===== src/rtl/spl_pkg.sv =====
// spl_pkg: shared types and constants of the sorted priority list unit
// used by spl_cell and sorted_priority_list_unit; no dependencies
package spl_pkg;

  localparam int unsigned DefCapacity = 16;
  localparam int unsigned TagW        = 16;
  localparam int unsigned PrioW       = 16;
  localparam int unsigned StatusW     = 2;

  // status codes carried on the result tuser
  localparam logic [StatusW-1:0] StEntry    = 2'd0;
  localparam logic [StatusW-1:0] StAccepted = 2'd1;
  localparam logic [StatusW-1:0] StFull     = 2'd2;
  localparam logic [StatusW-1:0] StEmpty    = 2'd3;

  // input kind codes carried on the input tuser
  localparam logic KindInsert = 1'b0;
  localparam logic KindReview = 1'b1;

  typedef struct packed {
    logic                    valid;
    logic [TagW-1:0]         tag;
    logic signed [PrioW-1:0] prio;
  } slot_t;

  // broadcast to every cell of the chain
  typedef struct packed {
    logic                    insert;
    logic                    rotate;
    logic [TagW-1:0]         tag;
    logic signed [PrioW-1:0] prio;
  } cell_ctrl_t;

endpackage


===== src/rtl/spl_cell.sv =====
// spl_cell: one compare-and-shift cell of the sorted list chain
// depends on spl_pkg
module spl_cell (
  input  logic               clk_i,
  input  logic               rst_ni,
  input  spl_pkg::cell_ctrl_t ctrl_i,
  input  logic               prev_place_i,  // left neighbour takes the new entry or shifts
  input  spl_pkg::slot_t     prev_slot_i,
  input  spl_pkg::slot_t     next_slot_i,
  input  spl_pkg::slot_t     head_slot_i,
  output logic               place_o,
  output spl_pkg::slot_t     slot_o
);

  spl_pkg::slot_t slot_q, slot_d;

  // this cell moves up on insert: empty, or holds a strictly higher priority
  assign place_o = !slot_q.valid || (slot_q.prio > ctrl_i.prio);

  always_comb begin
    slot_d = slot_q;
    if (ctrl_i.insert && place_o) begin
      if (prev_place_i) begin
        slot_d = prev_slot_i;
      end else begin
        slot_d.valid = 1'b1;
        slot_d.tag   = ctrl_i.tag;
        slot_d.prio  = ctrl_i.prio;
      end
    end else if (ctrl_i.rotate) begin
      // pull from the right; the tail of the valid run wraps in the head
      if (next_slot_i.valid) begin
        slot_d = next_slot_i;
      end else if (slot_q.valid) begin
        slot_d = head_slot_i;
      end
    end
  end

  always_ff @(posedge clk_i or negedge rst_ni) begin
    if (!rst_ni) begin
      slot_q <= '0;
    end else begin
      slot_q <= slot_d;
    end
  end

  assign slot_o = slot_q;

endmodule


===== src/rtl/sorted_priority_list_unit.sv =====
// sorted_priority_list_unit: top level of the sorted priority list
// depends on spl_pkg and spl_cell
//
// usage
//  - input stream: tuser selects insert (0) or review (1); tdata carries the
//    tag and the signed priority of an entry to insert
//  - result stream: tdata carries tag and priority of an entry read out,
//    tuser the status, tlast marks the final result of an input transfer
//  - the list lives in a row of CAPACITY cells kept in ascending priority;
//    an insert is placed by every cell comparing against the new priority
//    and shifting up by one together; equal priorities keep
//    arrival order, and an insert into a full list is rejected
//  - insert: one status result in the cycle after the transfer; a new item is
//    taken every cycle while the result register drains
//  - review: the row rotates towards cell 0 once per result; entries leave via
//    the read state one per cycle while the receiver takes them (one empty-status
//    result for an empty list, in the cycle after); the row ends in its original
//    order and no input is taken until the last entry is in the result register
//  - a stalled receiver holds the result register and freezes the rotation
//  - reset empties the list and drops any result in flight
module sorted_priority_list_unit #(
  parameter int unsigned CAPACITY = spl_pkg::DefCapacity
) (
  input  logic        clk_i,
  input  logic        rst_ni,
  // input channel
  input  logic        s_axis_tvalid,
  output logic        s_axis_tready,
  input  logic [31:0] s_axis_tdata,   // [15:0] entry_tag, [31:16] entry_priority
  input  logic        s_axis_tuser,   // [0] kind
  // result channel
  output logic        m_axis_tvalid,
  input  logic        m_axis_tready,
  output logic [31:0] m_axis_tdata,   // [15:0] out_tag, [31:16] out_priority
  output logic [1:0]  m_axis_tuser,   // [1:0] status
  output logic        m_axis_tlast    // last
);

  localparam int unsigned CntW = $clog2(CAPACITY + 1);

  typedef enum logic {
    StIdle,
    StRead
  } state_e;

  state_e         state_q;
  logic [CntW-1:0] count_q;   // stored entries
  logic [CntW-1:0] remain_q;  // entries still to read out

  logic        out_valid_q;
  logic [31:0] out_data_q;
  logic [1:0]  out_status_q;
  logic        out_last_q;

  spl_pkg::cell_ctrl_t ctrl;
  spl_pkg::slot_t      slots [CAPACITY];
  logic                place [CAPACITY];

  logic out_free;
  logic in_xfer;
  logic full;
  logic is_insert;

  assign out_free  = !out_valid_q || m_axis_tready;
  assign s_axis_tready = (state_q == StIdle) && out_free;
  assign in_xfer   = s_axis_tvalid && s_axis_tready;
  assign full      = (count_q == CntW'(CAPACITY));
  assign is_insert = (s_axis_tuser == spl_pkg::KindInsert);

  // broadcast to the chain
  always_comb begin
    ctrl.insert = in_xfer && is_insert && !full;
    ctrl.rotate = (state_q == StRead) && out_free;
    ctrl.tag    = s_axis_tdata[15:0];
    ctrl.prio   = s_axis_tdata[31:16];
  end

  // the chain of cells; cell 0 holds the lowest priority
  for (genvar i = 0; i < CAPACITY; i++) begin : g_cell
    logic           prev_place;
    spl_pkg::slot_t prev_slot;
    spl_pkg::slot_t next_slot;

    if (i == 0) begin : g_first
      assign prev_place = 1'b0;
      assign prev_slot  = '0;
    end else begin : g_inner
      assign prev_place = place[i-1];
      assign prev_slot  = slots[i-1];
    end

    if (i == CAPACITY - 1) begin : g_last
      assign next_slot = '0;
    end else begin : g_notlast
      assign next_slot = slots[i+1];
    end

    spl_cell u_cell (
      .clk_i        (clk_i),
      .rst_ni       (rst_ni),
      .ctrl_i       (ctrl),
      .prev_place_i (prev_place),
      .prev_slot_i  (prev_slot),
      .next_slot_i  (next_slot),
      .head_slot_i  (slots[0]),
      .place_o      (place[i]),
      .slot_o       (slots[i])
    );
  end

  // sequencer, entry count and result register
  always_ff @(posedge clk_i or negedge rst_ni) begin
    if (!rst_ni) begin
      state_q      <= StIdle;
      count_q      <= '0;
      remain_q     <= '0;
      out_valid_q  <= 1'b0;
      out_data_q   <= '0;
      out_status_q <= spl_pkg::StEntry;
      out_last_q   <= 1'b0;
    end else begin
      case (state_q)
        StIdle: begin
          if (in_xfer) begin
            out_data_q  <= '0;
            out_last_q  <= 1'b1;
            if (is_insert) begin
              out_valid_q <= 1'b1;
              if (full) begin
                out_status_q <= spl_pkg::StFull;
              end else begin
                out_status_q <= spl_pkg::StAccepted;
                count_q      <= count_q + 1'b1;
              end
            end else if (count_q == '0) begin
              out_valid_q  <= 1'b1;
              out_status_q <= spl_pkg::StEmpty;
            end else begin
              // review: results come from the rotation
              out_valid_q <= 1'b0;
              remain_q    <= count_q;
              state_q     <= StRead;
            end
          end else if (m_axis_tready) begin
            out_valid_q <= 1'b0;
          end
        end
        StRead: begin
          if (out_free) begin
            out_valid_q  <= 1'b1;
            out_data_q   <= {slots[0].prio, slots[0].tag};
            out_status_q <= spl_pkg::StEntry;
            out_last_q   <= (remain_q == CntW'(1));
            remain_q     <= remain_q - 1'b1;
            if (remain_q == CntW'(1)) begin
              state_q <= StIdle;
            end
          end
        end
        default: begin
          state_q <= StIdle;
        end
      endcase
    end
  end

  assign m_axis_tvalid = out_valid_q;
  assign m_axis_tdata  = out_data_q;
  assign m_axis_tuser  = out_status_q;
  assign m_axis_tlast  = out_last_q;

endmodule


===== config.mk =====
export PLATFORM = sky130hd
export DESIGN_NAME = sorted_priority_list_unit
export DESIGN_NICKNAME = d
export VERILOG_FILES = /design/src/rtl/spl_pkg.sv /design/src/rtl/spl_cell.sv /design/src/rtl/sorted_priority_list_unit.sv
export SDC_FILE = /design/constraint.sdc
export NUM_CORES = 2
export LEC_CHECK = 0
export BUFFER_PORTS_ARGS = -buffer_cell sky130_fd_sc_hd__buf_2
export CAP_MARGIN = 15
export CORE_MARGIN = 10
export CORE_UTILIZATION = 46
export DETAILED_ROUTE_END_ITERATION = 8
export PLACE_DENSITY = 0.7
export SYNTH_ARGS = -nofsm -noshare
export SYNTH_HDL_FRONTEND = slang
export SYNTH_HIERARCHICAL = 1
export SYNTH_SLANG_ARGS = --single-unit

===== constraint.sdc =====
create_clock -name clk_i -period 4.65 [get_ports clk_i]
set_clock_uncertainty 0.15 [all_clocks]
set_input_delay 0.93 -clock clk_i [delete_from_list [all_inputs] [get_ports clk_i]]
set_output_delay 0.93 -clock clk_i [all_outputs]
set_load 0.03 [all_outputs]

==> flow_metrics.env <==
export IMPL_critPathLaunchType="input pin"
export IMPL_drt_vias_per_instance=6.231
export IMPL_clk_pin_slew_ns=0.06
export IMPL_grt_pass1_wl_um=208000
export IMPL_fmaxAchievable_mhz=260.9
export IMPL_relSlewSlack=0.2133
export IMPL_leakage_uw=0.02486
export IMPL_cts_sinks=575
export IMPL_totalWireLength_um=127800
export IMPL_drt_iter0_markers=2858
export IMPL_finalHoldViolCount=0
export IMPL_ir_drop_uv=540.2
export IMPL_cts_hold_fix_buffers=0
export IMPL_reg2reg_slack_ns=0.82
export IMPL_crit_end="g_cell[12].u_cell/slot_o[24]$_DFFE_PN0P_"
export IMPL_yosysWarningCount=6
export IMPL_antenna_found_initial=7
export IMPL_crit_chain="buf_2 > buf_4 > inv_1 > ha_1 > nand4_2 > nor4_2 > a2111oi_1 > nand4_1 > a41oi_4 > nand2_4 > mux2_1"
export IMPL_area_growth_pct=8.922
export IMPL_diodes=0
export IMPL_reg2reg_depth=11
export IMPL_coreArea_um2=99860
export IMPL_post_dp_cell_area_um2=48060
export IMPL_outcome="finished, final reports clean"
export IMPL_dp_cells=5869
export IMPL_grt_max_degree=125
export IMPL_critPathSlowestCell="a2111oi_1"
export IMPL_critical_path_buf_inv_count=3
export IMPL_synth_area_um2=46150
export IMPL_fillers=9010
export IMPL_rsz0062_at_grt="no"
export IMPL_critPathMaxFanout=32
export IMPL_gp_congestion=0.8587
export IMPL_grt_pass1_vias=36840
export IMPL_route_detailed_drc=0
export IMPL_die_area_um2=113400
export IMPL_die_h_um=336.8
export IMPL_clk_latency_ns=0.63
export IMPL_r2r_end="g_cell[8].u_cell/slot_o[20]$_DFFE_PN0P_"
export IMPL_wl_per_cell_um=21.35
export IMPL_slew_violations=0
export IMPL_die_w_um=336.8
export IMPL_crit_required_ns=5.00
export IMPL_via_count=37310
export IMPL_rr_startpoint="count_q[0]$_DFFE_PN0P_"
export IMPL_firstDrtPassIters=6
export IMPL_overflow=0
export IMPL_crit_type="input pin to register"
export IMPL_io_pins=74
export IMPL_min_period_over_period=0.8243
export IMPL_setup_tns_ns=0
export IMPL_grt_usage=0.2205
export IMPL_start_util=0.4622
export IMPL_cts_buffers=67
export IMPL_tightest_slew_ns=1.180
export IMPL_cpPeakStageDelay_ns=0.48
export IMPL_std_cell_rows=116
export IMPL_setup_violations=0
export IMPL_clockRootBuffer="clkbuf_16"
export IMPL_hpwl_um=95120
export IMPL_arrival_ns=4.19
export IMPL_period_needed_ns=3.833
export IMPL_cts_setup_buffers=0
export IMPL_crit_path_start="s_axis_tdata[29]"
export IMPL_syn_area_per_cell_um2=9.891
export IMPL_fin_cells=5988
export IMPL_cts_resized=0
export IMPL_drive_gt1_frac=0.1923
export IMPL_fin_nets=4937
export IMPL_io_buffers=73
export IMPL_final_util=0.5034
export IMPL_htreeDepth=3
export IMPL_cts_tree="done"
export IMPL_clock_path_buffers=3
export IMPL_power_density_nw_per_um2=582.2
export IMPL_min_delay_path_class="input pin to async pin"
export IMPL_crit_path_end_kind="register"
export IMPL_synthCells=4666
export IMPL_detail_route_antenna_nets=0
export IMPL_drv_cap=0
export IMPL_path_delay_family="simple AND/OR/NAND/NOR gates"
export IMPL_postLayoutCellArea_um2=50270
export IMPL_critical_path_depth=11
registers in the layout, indices dropped and copies added, names as in the netlist:
register and cells:
remain_q 5, m_axis_tuser 2, m_axis_tlast 1, m_axis_tdata 32, m_axis_tvalid 1, state_q 1
count_q 5, g_cell.u_cell/slot_o 528
cells in the final DEF, fill, tap and decap left out, types with 141 or more instances in the layout:
cell	n
a211oi_1	170
a221oi_1	330
a22oi_1	192
buf_4	141
dfrtp_1	575
ha_1	260
inv_1	301
mux2_4	174
mux2i_1	385
nand2_1	609
nor2b_1	187
o211a_1	150
o31ai_2	280
routing by layer:
metal  track usage  part of all wire  up-vias
li1              -                 -    17590
met1        0.3086              0.47    18480
met2        0.3562              0.46     1035
met3       0.02784             0.051      210
met4       0.05785             0.024        2
met5             0          0.000094        -
final cells by class:
| class | instances | area, um^2 | area share |
|---|---|---|---|
| repair buffers | 244 | 2034 | 0.04047 |
| clock inverters | 12 | 177.7 | 0.003534 |
| clock buffers | 107 | 2031 | 0.04040 |
| well taps | 1298 | 1624 | 0.03231 |
| multi-input cells | 3449 | 28880 | 0.5744 |
| inverters | 303 | 1137 | 0.02262 |
| flip-flops and latches | 575 | 14390 | 0.2862 |
stage by stage:
step / total power [uW] / hold slack (ns) / setup WS (ns)
2_1_floorplan: 20170 / 0.2995 / 0.7534
3_3_place_gp: 23220 / 0.3191 / 0.3315
3_5_place_dp: 23770 / 0.3323 / 0.2457
4_1_cts: 29280 / 0.09499 / 0.8673
5_1_grt: 31270 / 0.1228 / 0.5513
6_report: 29270 / 0.1119 / 0.8171
report_power, final:
group | switching (uW) | internal (uW) | leakage (uW)
combinational | 7840 | 6620 | 0.0163
sequential | 2420 | 6970 | 0.00750
clock | 2250 | 3170 | 0.00107
worst min-delay path by stage:
stage | to | startpoint | slack [ns]
floorplan | g_cell[15].u_cell/slot_o[24]$_DFFE_PN0P_ | g_cell[15].u_cell/slot_o[24]$_DFFE_PN0P_ | 0.30
global placement | g_cell[15].u_cell/slot_o[25]$_DFFE_PN0P_ | g_cell[15].u_cell/slot_o[25]$_DFFE_PN0P_ | 0.32
detailed placement | g_cell[15].u_cell/slot_o[18]$_DFFE_PN0P_ | g_cell[15].u_cell/slot_o[18]$_DFFE_PN0P_ | 0.33
CTS | g_cell[8].u_cell/slot_o[5]$_DFFE_PN0P_ | rst_ni | 0.09
global route | g_cell[8].u_cell/slot_o[5]$_DFFE_PN0P_ | rst_ni | 0.12
finish | g_cell[8].u_cell/slot_o[5]$_DFFE_PN0P_ | rst_ni | 0.11
Power figures use the tool's default switching activity.
